===== src/hdl/tpc_pkg.sv =====
// ----------------------------------------------------------------------------
// Tank pump controller package
// Shared types, codes, reset values and helper functions of the controller.
// ----------------------------------------------------------------------------
`default_nettype none

package tpc_pkg;

   localparam int TICKS_PER_MINUTE = 60;

   localparam int NETWORK_WIDTH = 14;
   localparam int MINUTES_WIDTH = 8;
   localparam int CONFIRM_WIDTH = 3;
   localparam int DELAY_WIDTH   = 4;
   localparam int SECONDS_WIDTH = 15;
   localparam int CSR_ADDR_WIDTH = 4;
   localparam int CSR_DATA_WIDTH = 32;

   // Action codes of an input item.
   localparam logic [1:0] ACTION_REPORT = 2'd0;
   localparam logic [1:0] ACTION_BUTTON = 2'd1;
   localparam logic [1:0] ACTION_TICK   = 2'd2;

   // Status codes carried by a level report.
   localparam logic [1:0] STATUS_FULL   = 2'd0;
   localparam logic [1:0] STATUS_EMPTY  = 2'd1;
   localparam logic [1:0] STATUS_NORMAL = 2'd2;
   localparam logic [1:0] STATUS_OTHER  = 2'd3;

   // Accepted level codes.
   localparam logic [1:0] LEVEL_FULL   = 2'd0;
   localparam logic [1:0] LEVEL_EMPTY  = 2'd1;
   localparam logic [1:0] LEVEL_NORMAL = 2'd2;

   // Display modes.
   localparam logic [1:0] DISP_BLANK  = 2'd0;
   localparam logic [1:0] DISP_FULL   = 2'd1;
   localparam logic [1:0] DISP_EMPTY  = 2'd2;
   localparam logic [1:0] DISP_NUMBER = 2'd3;

   // Register indexes on the configuration port.
   localparam logic [1:0] CSR_NETWORK_ID    = 2'd0;
   localparam logic [1:0] CSR_RUN_MINUTES   = 2'd1;
   localparam logic [1:0] CSR_CONFIRM_COUNT = 2'd2;
   localparam logic [1:0] CSR_STOP_DELAY    = 2'd3;

   localparam logic [NETWORK_WIDTH-1:0] NETWORK_ID_RESET    = 14'd2012;
   localparam logic [MINUTES_WIDTH-1:0] RUN_MINUTES_RESET   = 8'd30;
   localparam logic [CONFIRM_WIDTH-1:0] CONFIRM_COUNT_RESET = 3'd3;
   localparam logic [DELAY_WIDTH-1:0]   STOP_DELAY_RESET    = 4'd5;

   localparam logic [MINUTES_WIDTH-1:0] RUN_MINUTES_LOW     = 8'd1;
   localparam logic [MINUTES_WIDTH-1:0] RUN_MINUTES_HIGH    = 8'd180;
   localparam logic [MINUTES_WIDTH-1:0] RUN_MINUTES_DEFAULT = 8'd30;

   localparam logic [SECONDS_WIDTH-1:0] SECONDS_RESET =
      SECONDS_WIDTH'(RUN_MINUTES_RESET * TICKS_PER_MINUTE);

   // Reciprocal of the tick count per minute, scaled by two to the sixteenth.
   localparam int RECIP_SHIFT = 16;
   localparam logic [31:0] MINUTE_RECIP = 32'((1 << RECIP_SHIFT) / TICKS_PER_MINUTE);

   typedef struct packed {
      logic [NETWORK_WIDTH-1:0] network_id;
      logic [MINUTES_WIDTH-1:0] run_minutes;
      logic [CONFIRM_WIDTH-1:0] confirm_count;
      logic [DELAY_WIDTH-1:0]   stop_delay;
   } cfg_type;

   typedef struct packed {
      logic [1:0]               action;
      logic                     msg_complete;
      logic [NETWORK_WIDTH-1:0] report_network;
      logic [1:0]               status_code;
   } item_type;

   typedef struct packed {
      logic                     pump_running;
      logic [SECONDS_WIDTH-1:0] seconds_left;
      logic [CONFIRM_WIDTH-1:0] full_streak;
      logic [CONFIRM_WIDTH-1:0] empty_streak;
      logic [CONFIRM_WIDTH-1:0] normal_streak;
      logic [DELAY_WIDTH-1:0]   stop_streak;
      logic [1:0]               level_held;
      logic [1:0]               shown_mode;
      logic [MINUTES_WIDTH-1:0] shown_minutes;
   } state_type;

   localparam state_type STATE_RESET = '{
      pump_running:  1'b0,
      seconds_left:  SECONDS_RESET,
      full_streak:   '0,
      empty_streak:  '0,
      normal_streak: '0,
      stop_streak:   '0,
      level_held:    LEVEL_NORMAL,
      shown_mode:    DISP_BLANK,
      shown_minutes: '0
   };

   // Run time in ticks; out-of-range minutes fall back to the default.
   function automatic logic [SECONDS_WIDTH-1:0] reload_value(
      input logic [MINUTES_WIDTH-1:0] minutes
   );
      logic [MINUTES_WIDTH-1:0] m;
      logic [31:0]              p;
      m = minutes;
      if (m < RUN_MINUTES_LOW || m > RUN_MINUTES_HIGH) begin
         m = RUN_MINUTES_DEFAULT;
      end
      p = 32'(m) * 32'(TICKS_PER_MINUTE);
      return p[SECONDS_WIDTH-1:0];
   endfunction

   // Minutes left for display: seconds divided by the tick count, plus one,
   // saturated to the display width. The quotient estimate from the
   // reciprocal is at most one low and is fixed by one compare.
   function automatic logic [MINUTES_WIDTH-1:0] minutes_left(
      input logic [SECONDS_WIDTH-1:0] seconds
   );
      logic [31:0] prod;
      logic [15:0] q;
      logic [31:0] back;
      logic [16:0] rem;
      logic [16:0] mins;
      prod = 32'(seconds) * MINUTE_RECIP;
      q    = prod[31:RECIP_SHIFT];
      back = 32'(q) * 32'(TICKS_PER_MINUTE);
      rem  = 17'(seconds) - back[16:0];
      if (rem >= 17'(TICKS_PER_MINUTE)) begin
         q = q + 16'd1;
      end
      mins = 17'(q) + 17'd1;
      if (mins > 17'd255) begin
         mins = 17'd255;
      end
      return mins[MINUTES_WIDTH-1:0];
   endfunction

endpackage

`default_nettype wire


===== src/hdl/tpc_update.sv =====
// ----------------------------------------------------------------------------
// Tank pump controller state update
// Computes the controller state after one level report, button press or tick.
// ----------------------------------------------------------------------------
`default_nettype none

module tpc_update (
   input  wire tpc_pkg::cfg_type   cfg,
   input  wire tpc_pkg::item_type  item,
   input  wire tpc_pkg::state_type state_cur,
   output tpc_pkg::state_type      state_nxt
);

   logic                                  report_ok;
   logic [tpc_pkg::CONFIRM_WIDTH-1:0]     full_inc;
   logic [tpc_pkg::CONFIRM_WIDTH-1:0]     empty_inc;
   logic [tpc_pkg::CONFIRM_WIDTH-1:0]     normal_inc;
   logic [tpc_pkg::DELAY_WIDTH-1:0]       stop_inc;
   logic [tpc_pkg::SECONDS_WIDTH-1:0]     seconds_dec;
   logic [tpc_pkg::SECONDS_WIDTH-1:0]     reload;

   assign report_ok  = item.msg_complete && (item.report_network == cfg.network_id);
   assign full_inc   = state_cur.full_streak + 3'd1;
   assign empty_inc  = state_cur.empty_streak + 3'd1;
   assign normal_inc = state_cur.normal_streak + 3'd1;
   assign stop_inc   = state_cur.stop_streak + 4'd1;
   assign seconds_dec = (state_cur.seconds_left != '0) ?
                        state_cur.seconds_left - 15'd1 : '0;
   assign reload     = tpc_pkg::reload_value(cfg.run_minutes);

   always_comb begin
      state_nxt = state_cur;
      unique case (item.action)
         tpc_pkg::ACTION_REPORT: begin
            if (report_ok) begin
               state_nxt.full_streak   = '0;
               state_nxt.empty_streak  = '0;
               state_nxt.normal_streak = '0;
               unique case (item.status_code)
                  tpc_pkg::STATUS_FULL: begin
                     state_nxt.shown_mode = tpc_pkg::DISP_FULL;
                     if (full_inc >= cfg.confirm_count) begin
                        state_nxt.pump_running = 1'b0;
                        state_nxt.seconds_left = reload;
                        state_nxt.level_held   = tpc_pkg::LEVEL_FULL;
                     end else begin
                        state_nxt.full_streak = full_inc;
                     end
                  end
                  tpc_pkg::STATUS_EMPTY: begin
                     state_nxt.shown_mode = tpc_pkg::DISP_EMPTY;
                     if (empty_inc >= cfg.confirm_count) begin
                        state_nxt.pump_running = 1'b1;
                        state_nxt.level_held   = tpc_pkg::LEVEL_EMPTY;
                     end else begin
                        state_nxt.empty_streak = empty_inc;
                     end
                  end
                  tpc_pkg::STATUS_NORMAL: begin
                     if (normal_inc >= cfg.confirm_count) begin
                        state_nxt.level_held = tpc_pkg::LEVEL_NORMAL;
                     end else begin
                        state_nxt.normal_streak = normal_inc;
                     end
                  end
                  tpc_pkg::STATUS_OTHER: begin
                  end
                  default: begin
                  end
               endcase
            end
         end
         tpc_pkg::ACTION_BUTTON: begin
            state_nxt.pump_running = !state_cur.pump_running;
            if (!state_cur.pump_running) begin
               state_nxt.seconds_left = reload;
            end
         end
         tpc_pkg::ACTION_TICK: begin
            if (state_cur.pump_running) begin
               state_nxt.seconds_left  = seconds_dec;
               state_nxt.shown_mode    = tpc_pkg::DISP_NUMBER;
               state_nxt.shown_minutes = tpc_pkg::minutes_left(seconds_dec);
               if (seconds_dec == '0 || state_cur.level_held == tpc_pkg::LEVEL_FULL) begin
                  if (stop_inc >= cfg.stop_delay) begin
                     state_nxt.pump_running = 1'b0;
                     state_nxt.seconds_left = reload;
                     state_nxt.stop_streak  = '0;
                     state_nxt.shown_mode   = tpc_pkg::DISP_BLANK;
                  end else begin
                     state_nxt.stop_streak = stop_inc;
                  end
               end else begin
                  state_nxt.stop_streak = '0;
               end
            end
         end
         default: begin
         end
      endcase
   end

endmodule

`default_nettype wire


===== src/hdl/tank_pump_controller_unit.sv =====
// ----------------------------------------------------------------------------
// Tank pump controller unit
// Top level: input register, state update, result register and register port.
// ----------------------------------------------------------------------------
// The unit takes one item per clock cycle while req_stall is low and returns
// exactly one result per item. Each item passes through the input register,
// the combinational state update and then the result register. A result held
// in the result register does not block the next input transfer unless both
// registers are full. The user must write configuration registers through the
// register port only while the unit is idle; the unit does not enforce this.
`default_nettype none

module tank_pump_controller_unit (
   input  wire logic                                 clock,
   input  wire logic                                 reset,
   input  wire logic                                 req_valid,
   output logic                                      req_stall,
   input  wire logic [1:0]                           req_action,
   input  wire logic                                 req_msg_complete,
   input  wire logic [tpc_pkg::NETWORK_WIDTH-1:0]    req_report_network,
   input  wire logic [1:0]                           req_status_code,
   output logic                                      rsp_valid,
   input  wire logic                                 rsp_stall,
   output logic                                      rsp_pump_on,
   output logic [1:0]                                rsp_level_state,
   output logic [1:0]                                rsp_display_mode,
   output logic [tpc_pkg::MINUTES_WIDTH-1:0]         rsp_display_minutes,
   input  wire logic                                 psel,
   input  wire logic                                 penable,
   input  wire logic                                 pwrite,
   input  wire logic [tpc_pkg::CSR_ADDR_WIDTH-1:0]   paddr,
   input  wire logic [tpc_pkg::CSR_DATA_WIDTH-1:0]   pwdata,
   output logic [tpc_pkg::CSR_DATA_WIDTH-1:0]        prdata,
   output logic                                      pready
);

   tpc_pkg::cfg_type   cfg_ff, cfg_in;
   tpc_pkg::state_type state_ff, state_in;
   tpc_pkg::item_type  item_ff;

   logic in_valid_ff, in_valid_in;
   logic out_valid_ff, out_valid_in;
   logic out_ready, advance, accept, csr_write;
   logic [1:0] csr_index;

   logic                               out_pump_ff;
   logic [1:0]                         out_level_ff;
   logic [1:0]                         out_mode_ff;
   logic [tpc_pkg::MINUTES_WIDTH-1:0]  out_minutes_ff;

   assign out_ready = !out_valid_ff || !rsp_stall;
   assign advance   = in_valid_ff && out_ready;
   assign req_stall = in_valid_ff && !out_ready;
   assign accept    = req_valid && !req_stall;

   assign in_valid_in  = accept || (in_valid_ff && !out_ready);
   assign out_valid_in = advance || (out_valid_ff && rsp_stall);

   tpc_update u_update (
      .cfg       (cfg_ff),
      .item      (item_ff),
      .state_cur (state_ff),
      .state_nxt (state_in)
   );

   always_ff @(posedge clock) begin
      if (reset) begin
         in_valid_ff  <= 1'b0;
         out_valid_ff <= 1'b0;
         state_ff     <= tpc_pkg::STATE_RESET;
      end else begin
         in_valid_ff  <= in_valid_in;
         out_valid_ff <= out_valid_in;
         if (advance) begin
            state_ff <= state_in;
         end
      end
   end

   always_ff @(posedge clock) begin
      if (accept) begin
         item_ff.action         <= req_action;
         item_ff.msg_complete   <= req_msg_complete;
         item_ff.report_network <= req_report_network;
         item_ff.status_code    <= req_status_code;
      end
      if (advance) begin
         out_pump_ff    <= state_in.pump_running;
         out_level_ff   <= state_in.level_held;
         out_mode_ff    <= state_in.shown_mode;
         out_minutes_ff <= (state_in.shown_mode == tpc_pkg::DISP_NUMBER) ?
                           state_in.shown_minutes : '0;
      end
   end

   assign rsp_valid           = out_valid_ff;
   assign rsp_pump_on         = out_pump_ff;
   assign rsp_level_state     = out_level_ff;
   assign rsp_display_mode    = out_mode_ff;
   assign rsp_display_minutes = out_minutes_ff;

   // Register port.
   assign pready    = 1'b1;
   assign csr_write = psel && penable && pwrite;
   assign csr_index = paddr[3:2];

   always_comb begin
      cfg_in = cfg_ff;
      if (csr_write) begin
         unique case (csr_index)
            tpc_pkg::CSR_NETWORK_ID:
               cfg_in.network_id = pwdata[tpc_pkg::NETWORK_WIDTH-1:0];
            tpc_pkg::CSR_RUN_MINUTES:
               cfg_in.run_minutes = pwdata[tpc_pkg::MINUTES_WIDTH-1:0];
            tpc_pkg::CSR_CONFIRM_COUNT:
               cfg_in.confirm_count = pwdata[tpc_pkg::CONFIRM_WIDTH-1:0];
            tpc_pkg::CSR_STOP_DELAY:
               cfg_in.stop_delay = pwdata[tpc_pkg::DELAY_WIDTH-1:0];
            default: begin
            end
         endcase
      end
   end

   always_ff @(posedge clock) begin
      if (reset) begin
         cfg_ff.network_id    <= tpc_pkg::NETWORK_ID_RESET;
         cfg_ff.run_minutes   <= tpc_pkg::RUN_MINUTES_RESET;
         cfg_ff.confirm_count <= tpc_pkg::CONFIRM_COUNT_RESET;
         cfg_ff.stop_delay    <= tpc_pkg::STOP_DELAY_RESET;
      end else begin
         cfg_ff <= cfg_in;
      end
   end

   always_comb begin
      unique case (csr_index)
         tpc_pkg::CSR_NETWORK_ID:    prdata = 32'(cfg_ff.network_id);
         tpc_pkg::CSR_RUN_MINUTES:   prdata = 32'(cfg_ff.run_minutes);
         tpc_pkg::CSR_CONFIRM_COUNT: prdata = 32'(cfg_ff.confirm_count);
         tpc_pkg::CSR_STOP_DELAY:    prdata = 32'(cfg_ff.stop_delay);
         default:                    prdata = '0;
      endcase
   end

endmodule

`default_nettype wire


===== config.mk =====
export PLATFORM = sky130hd
export DESIGN_NAME = tank_pump_controller_unit
export DESIGN_NICKNAME = d
export VERILOG_FILES = /design/src/hdl/tpc_pkg.sv /design/src/hdl/tpc_update.sv /design/src/hdl/tank_pump_controller_unit.sv
export SDC_FILE = /design/constraint.sdc
export NUM_CORES = 1
export LEC_CHECK = 0
export BUFFER_PORTS_ARGS = -buffer_cell sky130_fd_sc_hd__buf_2
export CAP_MARGIN = 25
export CORE_AREA = 2 2 172 107
export DETAILED_ROUTE_END_ITERATION = 7
export DIE_AREA = 0 0 174 109
export GPL_TIMING_DRIVEN = 0
export PLACE_DENSITY = 0.71
export SYNTH_ARGS = -nofsm -noshare
export SYNTH_HDL_FRONTEND = slang
export SYNTH_SLANG_ARGS = --single-unit

===== constraint.sdc =====
create_clock -name clock -period 22.9 [get_ports clock]
set_clock_uncertainty 0.05 [all_clocks]
set_input_delay 4.58 -clock clock [delete_from_list [all_inputs] [get_ports clock]]
set_output_delay 4.58 -clock clock [all_outputs]
set_load 0.03 [all_outputs]

Yosys cells after proc, flatten, opt, wreduce, memory -nomap -nowiden
Cells that the tools add are included.
{"block": "totals", "register_bits": 104, "in_bits": 62, "output_inout_bits": 48, "elab_cells": 123}
{"block": "op_classes", "n_addsub": 8, "n_mul": 3, "n_lt_le_gt_ge": 8, "n_eq_ne": 14, "muxes": 36, "n_reduce_logical": 31}
{"operator": "one-hot mux 32 bit (4 select lines)", "count": 1}
{"operator": "2-to-1 mux 16 bit", "count": 7}
{"operator": "one-hot mux 16 bit (3 select lines)", "count": 1}
{"operator": "2-to-1 mux 15 bit", "count": 2}
{"operator": "2-to-1 mux 25 bit", "count": 1}
{"operator": "multiplier 15 x 9 -> 24 bit, second input constant", "count": 1}
{"operator": "2-to-1 mux 8 bit", "count": 3}
{"operator": "2-to-1 mux 18 bit", "count": 1}
{"operator": "adder 16 x 1 -> 17 bit, second input constant", "count": 1}
{"operator": ">= comparator 17 x 6 -> 1 bit, second input constant", "count": 1}
{"operator": "greater-than comparator 17 x 8 -> 1 bit, second input constant", "count": 1}
{"operator": "subtractor 15 x 16 -> 17 bit", "count": 1}
{"operator": "zero test 15 bit", "count": 1}
{"operator": "2-to-1 mux 3 bit", "count": 5}
{"operator": "nonzero test 15 bit", "count": 1}
{"operator": "subtractor 15 x 1 -> 15 bit, second input constant", "count": 1}
{"operator": "== test 14 bit", "count": 1}
{"operator": "multiplier 10 x 4 -> 14 bit, second input constant", "count": 1}
{"operator": "multiplier 8 x 4 -> 12 bit, second input constant", "count": 1}
{"operator": "2-to-1 mux 2 bit", "count": 6}
{"operator": "2-to-1 mux 4 bit", "count": 3}
{"operator": "adder 10 x 1 -> 11 bit, second input constant", "count": 1}
{"operator": "== test 2 bit, second input constant", "count": 5}
{"operator": "2-to-1 mux 10 bit", "count": 1}
{"operator": "other kinds (21)", "count": 52}

Depth between registers and ports, before layout
{"block": "logic_depth", "depth_word": 15, "ltp_mapped": 52, "mapped_depth_nobuf": 50}

By module
A second synthesis with hierarchy kept.
{"block": "hier_totals", "cells_unflattened": 1237, "hier_area_um2": 10326.2}
{"module": "tpc_update", "n_inst": 1, "cells_each": 840, "area_each_um2": 6160.9, "seq_area_each_um2": 0.0}
{"module": "tank_pump_controller_unit", "n_inst": 1, "cells_each": 397, "area_each_um2": 4165.2, "seq_area_each_um2": 2402.3}

Worst setup path before layout
Ideal clock, no wire load.
{"block": "synth_path", "path_type": "register -> register", "startpoint": "register state_ff[25] in the netlist's numbering", "endpoint": "register out_minutes_ff (netlist bit rsp_display_minutes[4]), data pin", "setup_time_ns": 0.279, "arrival_time_ns": 10.085, "t_required_ns": 22.571, "path_slack_ns": 12.486, "path_stages_with_launch": 48, "path_buffers": 3, "synth_period_minus_slack_ns": 10.414, "cell_sequence": "dfxtp_1 > clkbuf_1 > inv_1 > ha_1 > nor4b_2 > nand3_1 > nand3_1 > o21ai_0 > ha_1 > ha_1 > xnor2_1 > ha_1 > ha_1 > a211o_1 > a211oi_1 > a21oi_2 > a21oi_1 > xor2_1 > (+12 left out) > a21oi_1 > xor2_1 > ha_1 > nor2_1 > a21oi_1 > o211ai_1 > nor4_1 > o2111ai_2 > nor4_4 > and3_1 > buf_6 > xnor2_1 > ha_1 > o2111a_2 > a32oi_2 > o21bai_2 > buf_6 > a311oi_1"}
{"block": "synth_via", "elab_chain_len": 14, "word_cells_on_any_way": 21, "classes_between": "add/sub: 4; mul: 2; order compare: 2; eq/ne: 1; mux: 9; reduce/logical: 3"}
{"element": "start, declared", "line_no": "tank_pump_controller_unit.sv:38", "text": "tpc_pkg::state_type state_ff, state_in;"}
{"element": "start signal, assigned", "line_no": "tank_pump_controller_unit.sv:70", "text": "state_ff <= tpc_pkg::STATE_RESET;"}
{"element": "start signal, assigned", "line_no": "tank_pump_controller_unit.sv:75", "text": "state_ff <= state_in;"}
{"element": "subtractor 15 x 1 -> 15 bit or nonzero test 15 bit (tied branches)", "line_no": "tpc_update.sv:28, tpc_update.sv:27"}
{"element": "2-to-1 mux 15 bit *", "line_no": "tpc_update.sv:27", "text": "assign seconds_dec = (state_cur.seconds_left != '0) ?"}
{"element": "multiplier 15 x 9 -> 24 bit", "line_no": "tpc_pkg.sv:126", "text": "prod = 32'(seconds) * MINUTE_RECIP;"}
{"element": "multiplier 10 x 4 -> 14 bit", "line_no": "tpc_pkg.sv:128", "text": "back = 32'(q) * 32'(TICKS_PER_MINUTE);"}
{"element": "subtractor 15 x 16 -> 17 bit", "line_no": "tpc_pkg.sv:129", "text": "rem = 17'(seconds) - back[16:0];"}
{"element": ">= comparator 17 x 6 -> 1 bit", "line_no": "tpc_pkg.sv:130", "text": "if (rem >= 17'(TICKS_PER_MINUTE)) begin"}
{"element": "2-to-1 mux 16 bit", "line_no": "tpc_pkg.sv:130"}
{"element": "2-to-1 mux 16 bit", "line_no": "tpc_update.sv:80", "text": "if (state_cur.pump_running) begin"}
{"element": "2-to-1 mux 16 bit", "line_no": "tpc_update.sv:33", "text": "unique case (item.action)"}
{"element": "adder 16 x 1 -> 17 bit", "line_no": "tpc_pkg.sv:133", "text": "mins = 17'(q) + 17'd1;"}
{"element": "greater-than comparator 17 x 8 -> 1 bit", "line_no": "tpc_pkg.sv:134", "text": "if (mins > 17'd255) begin"}
{"element": "2-to-1 mux 8 bit", "line_no": "tpc_pkg.sv:134"}
{"element": "2-to-1 mux 10 bit *", "line_no": "tpc_update.sv:80"}
{"element": "2-to-1 mux 8 bit", "line_no": "tpc_update.sv:33"}
{"element": "end signal, assigned", "line_no": "tank_pump_controller_unit.sv:91", "text": "out_minutes_ff <= (state_in.shown_mode == tpc_pkg::DISP_NUMBER) ?"}
{"element": "end, declared", "line_no": "tank_pump_controller_unit.sv:49", "text": "logic [tpc_pkg::MINUTES_WIDTH-1:0] out_minutes_ff;"}
Every way passes the cells marked *; elsewhere a longest branch is shown, timed or not. The select of a mux whose other input is x is not followed.
A chain may end at the register's enable or synchronous reset.

Worst setup path in the final report
{"block": "layout_path", "startpoint": "register state_ff[25] in the netlist's numbering", "endpoint": "register out_minutes_ff (netlist bit rsp_display_minutes[7]), data pin"}
The elaborated chain is that of the path after synthesis.

==> out/results.md <==
| Step | Parameter | Value |
|---|---|---|
| finish | Non-Filler Cell Area, Final | 0.0105 mm² |
| grt | Vias in the first global route | 7,299 |
| finish | Fin nets | 1,383 |
| finish | Filler Cell Count | 1,604 |
| cts | Post-cts resize count | 0 |
| cts | CTS clock-pin slew for the worst setup and hold paths | 0.07 ns |
| setup path | Slowest CP cell | sky130_fd_sc_hd__o21ai_0 |
| hold path | Worst hold path stage count | 2 |
| logic synthesis | Mean Syn Cell Area | 8.76 µm² |
| placed design | Minimum setup slack after placement | 10.56 ns |
| timing | Worst-margin pin slew | 0.867 ns |
| cts | Number of H-tree branching levels | 3 |
| logic synthesis | Most repeated cell in the gate-level netlist after synthesis | sky130_fd_sc_hd__ha_1 |
| timing | Post-layout minimum cycle time | 12.50 ns |
| setup path | Biggest fanout along the worst timing path | 10 |
| setup path | Worst path required time | 22.92 ns |
| floorplan | Core area | 0.0175 mm² |
| timing | Final setup viols | 0 |
| cts | CTS root buffer | sky130_fd_sc_hd__clkbuf_16 |
| finish | Utilization of the core after routing | 59.7% |
| finish | Relative area change from synthesis to final layout | 10.9% |
| grt | Wire length of the first global-routing pass | 38.4 mm |
| cts | CTS tree | built |
| logic synthesis | XOR/XNOR Fraction of Synth Area | 7.05% |
| timing | Number of pins exceeding their max-slew limit in the final report | 0 |
| logic synthesis | Primary FF master, synth | sky130_fd_sc_hd__dfxtp_1 |
| floorplan | Initial Utilization | 53.9% |
| cts | Deepest clock path buffer count | 2 |
| hold path | Kind of path behind the tightest hold check | flop to flop |
| timing | Smallest hold slack | 0.416 ns |
| setup path | Category of the critical setup timing path | flop to flop |
| detailed routing | Detailed-route vias per instance | 5.71 |
| logic synthesis | Share of cell area taken by muxes after synthesis | 3.88% |
| finish | Proportion of layout cells with a drive suffix above 1 | 12.7% |
| cts | Setup Fix Bufs, Post-CTS | 0 |
| logic synthesis | Mapped Cells | 1,076 |
| logic synthesis | Share of the synthesized area in the top cell type | 15.7% |
| logic synthesis | Dominant cell type by area after synthesis | sky130_fd_sc_hd__ha_1 |
| placed design | Global placement routability congestion | 0.929 |
| detailed routing | DRT antenna net count | 0 |
| timing | Max-slew headroom | 40.5% |
| logic synthesis | Sequential area share after synthesis | 25.5% |
| status | Status | completed |
| logic synthesis | Async SR Flop Fraction | 0% |
| cts | Clock latency on the worst-skew pair | 0.35 ns |
| logic synthesis | Most frequent cells after synthesis | 118 x sky130_fd_sc_hd__ha_1, 104 x sky130_fd_sc_hd__nor2_1, 91 x sky130_fd_sc_hd__inv_1 |
| power and ir drop | Max IR drop VDD | 0.152 mV |
| detailed routing | Total number of vias | 8,121 |
| logic synthesis | Number of warnings reported in the yosys synthesis log | 0 |
| finish | Antenna diodes | 0 |
| timing | Final worst-path setup slack | 10.40 ns |
| cts | CTS Buf Count | 9 |
| flow run | Max-Cap Viols | 0 |
| logic synthesis | Number of library cell types mapped by synthesis | 87 |
| logic synthesis | Fraction of the mapped netlist area in adder cells | 21.5% |
| logic synthesis | Simple logic cell fraction of the synthesized area | 17.5% |
| floorplan | I/O pins | 110 |
| timing | Maximum clock frequency | 80.0 MHz |
| timing | Setup repair after global routing missed its margin | no |
| power and ir drop | Pleak | 4.68 nW |
| power and ir drop | P per Cell Area | 117 mW/mm² |
| logic synthesis | Number of enable-type register cells in the synthesized netlist | 32 |
| grt | Pin count of the biggest net entering global routing | 23 |
| detailed routing | Drt drc | 0 |
| floorplan | Die Footprint | 0.0190 mm² |
| logic synthesis | Area fraction in compound gates after synthesis | 17.9% |
| detailed routing | Aggregate routed wire length | 23.7 mm |
| timing | Final worst-path cycle share | 54.6% |
| detailed routing | Initial DRC count | 801 |
| timing | Setup tns final | 0 ns |
| setup path | Cells on worst reg2reg path | 48 |
| detailed routing | First drt pass iteration count | 5 |
| setup path | Data arrival, critical path | 12.52 ns |
| floorplan | Width of the chip | 174 µm |
| grt | Remaining global-route overflow | 0 |
| setup path | Max stage delay on crit path | 0.70 ns |
| timing | Final number of hold-violating endpoints | 0 |
| placed design | Post-Place Cell Area | 0.0102 mm² |
| grt | Number of antenna violations at the first check in global routing | 0 |
| logic synthesis | Post-synth design cell area | 0.00942 mm² |
| logic synthesis | Cell types occupying the most area after synthesis | sky130_fd_sc_hd__ha_1 16%, sky130_fd_sc_hd__dfxtp_1 15%, sky130_fd_sc_hd__edfxtp_1 10%, sky130_fd_sc_hd__fa_1 5.7%, sky130_fd_sc_hd__xnor2_1 4.8% |
| setup path | Most Frequent Cell on Critical Path | sky130_fd_sc_hd__ha_1 |
| floorplan | Row cnt | 38 |
| floorplan | Floorplan die height | 109 µm |
| grt | Global routing usage summed across all routing layers | 25.6% |
| cts | Cts hold-fix bufs | 0 |
| logic synthesis | Flops & latches, synth | 104 |
| setup path | Endpoint kind of the worst setup timing path | flop |
| placed design | Hpwl dp | 18.9 mm |
| detailed routing | Detailed-route wire length per cell | 16.6 µm |
| logic synthesis | Main combinational cell family by area after synthesis | adder cells |
| cts | # clock sinks | 104 |
| placed design | Total of buffers placed on input and output ports | 69 |
| setup path | Critical path launch point type | flop |
==> report_power, final <==
group | internal, mW | switching, mW | total [mW]
clock network | 0.0752 | 0.0740 | 0.149
logic | 0.355 | 0.519 | 0.874
registers | 0.195 | 0.00377 | 0.199
==> path summary, 6_finish.rpt <==
kind | from | endpoint | slack [ns]
max reg2reg | state_ff[25]$_SDFFE_PP0P_ | rsp_display_minutes[7]$_SDFFCE_PP0P_ | 10.40
min reg2reg | state_ff[18]$_SDFFE_PP0P_ | state_ff[18]$_SDFFE_PP0P_ | 0.42
min | state_ff[18]$_SDFFE_PP0P_ | state_ff[18]$_SDFFE_PP0P_ | 0.42
max | state_ff[25]$_SDFFE_PP0P_ | rsp_display_minutes[7]$_SDFFCE_PP0P_ | 10.40
==> cells by family (layout without fill, tap and decap cells) <==
group                    count (synthesis)  count (layout)
flip-flops                             104             104
AND/OR/NAND/NOR                        338             338
buffers and inverters                  141             229
multiplexers                            31              31
XOR/XNOR                                75              75
adder cells (fa/ha/maj)                146             146
other                                    2              19
AO/OA/AOI/OAI                          239             239
==> registers in the layout, indices dropped and copies added, names as in the netlist <==
| register | flops |
|---|---|
| state_ff | 41 |
| cfg_ff | 29 |
| item_ff | 19 |
| rsp_display_minutes | 8 |
| rsp_display_mode | 2 |
| rsp_level_state | 2 |
| in_valid_ff | 1 |
| rsp_pump_on | 1 |
| rsp_valid | 1 |
==> stage by stage <==
stage,power [mW],cells
after floorplan,0.877,1093
after global placement,1.04,1402
after detailed placement,1.05,1404
after CTS,1.20,1420
after global routing,1.32,1421
final,1.22,1421
==> worst max-delay path: cells and delay by family, from the launching register on <==
kind / cells / cell delay [ns]
fa+ha+maj: 9 / 3.11
compound gates: 15 / 3.71
xor+xnor: 5 / 1.54
flops: 1 / 0.30
simple gates: 11 / 2.00
buf+inv: 8 / 1.51
==> layout make-up <==
cell class                 count  area (µm²)  area share [%]
buffer                        47         264            2.53
inverter                      94         355            3.40
multi-input combinational    848        6470            61.9
tap                          240         300            2.87
sequential                   104        2400            23.0
timing repair buffer          72         380            3.64
clock buffer                   9         225            2.16
clock inverter                 7        55.1           0.527
==> placed cells by master, fill, tap and decap left out, types with 7 or more instances in the layout <==
master,instances
sky130_fd_sc_hd__a21oi_1,75
sky130_fd_sc_hd__dfxtp_1,72
sky130_fd_sc_hd__or2_2,9
sky130_fd_sc_hd__xnor2_1,52
sky130_fd_sc_hd__a311oi_1,15
sky130_fd_sc_hd__o21bai_1,9
sky130_fd_sc_hd__nand2_1,90
sky130_fd_sc_hd__fa_1,27
sky130_fd_sc_hd__a211o_1,10
sky130_fd_sc_hd__nand4_1,8
sky130_fd_sc_hd__and2_1,10
sky130_fd_sc_hd__buf_4,19
sky130_fd_sc_hd__nand2b_1,10
sky130_fd_sc_hd__conb_1,19
sky130_fd_sc_hd__nand3_1,27
sky130_fd_sc_hd__nor3_1,30
sky130_fd_sc_hd__inv_1,91
sky130_fd_sc_hd__nor2_1,104
sky130_fd_sc_hd__buf_2,71
sky130_fd_sc_hd__o21ai_0,26
sky130_fd_sc_hd__a22oi_1,10
sky130_fd_sc_hd__ha_1,118
sky130_fd_sc_hd__nor4_1,7
sky130_fd_sc_hd__and3_1,7
sky130_fd_sc_hd__xor2_1,22
sky130_fd_sc_hd__a21o_1,20
sky130_fd_sc_hd__mux2i_1,23
sky130_fd_sc_hd__o211ai_1,7
sky130_fd_sc_hd__clkbuf_1,23
sky130_fd_sc_hd__edfxtp_1,32
sky130_fd_sc_hd__o21a_1,10
sky130_fd_sc_hd__clkbuf_16,9
==> per-layer routing <==
layer	global-route usage (%)	wire, µm	up-vias
li1	-	-	4006
met3	4.81	1890	25
met5	0	0	-
met1	41.7	12600	3804
met4	4.56	234	0
met2	34.3	8920	286
No activity file was read; power rests on OpenSTA's default activity.
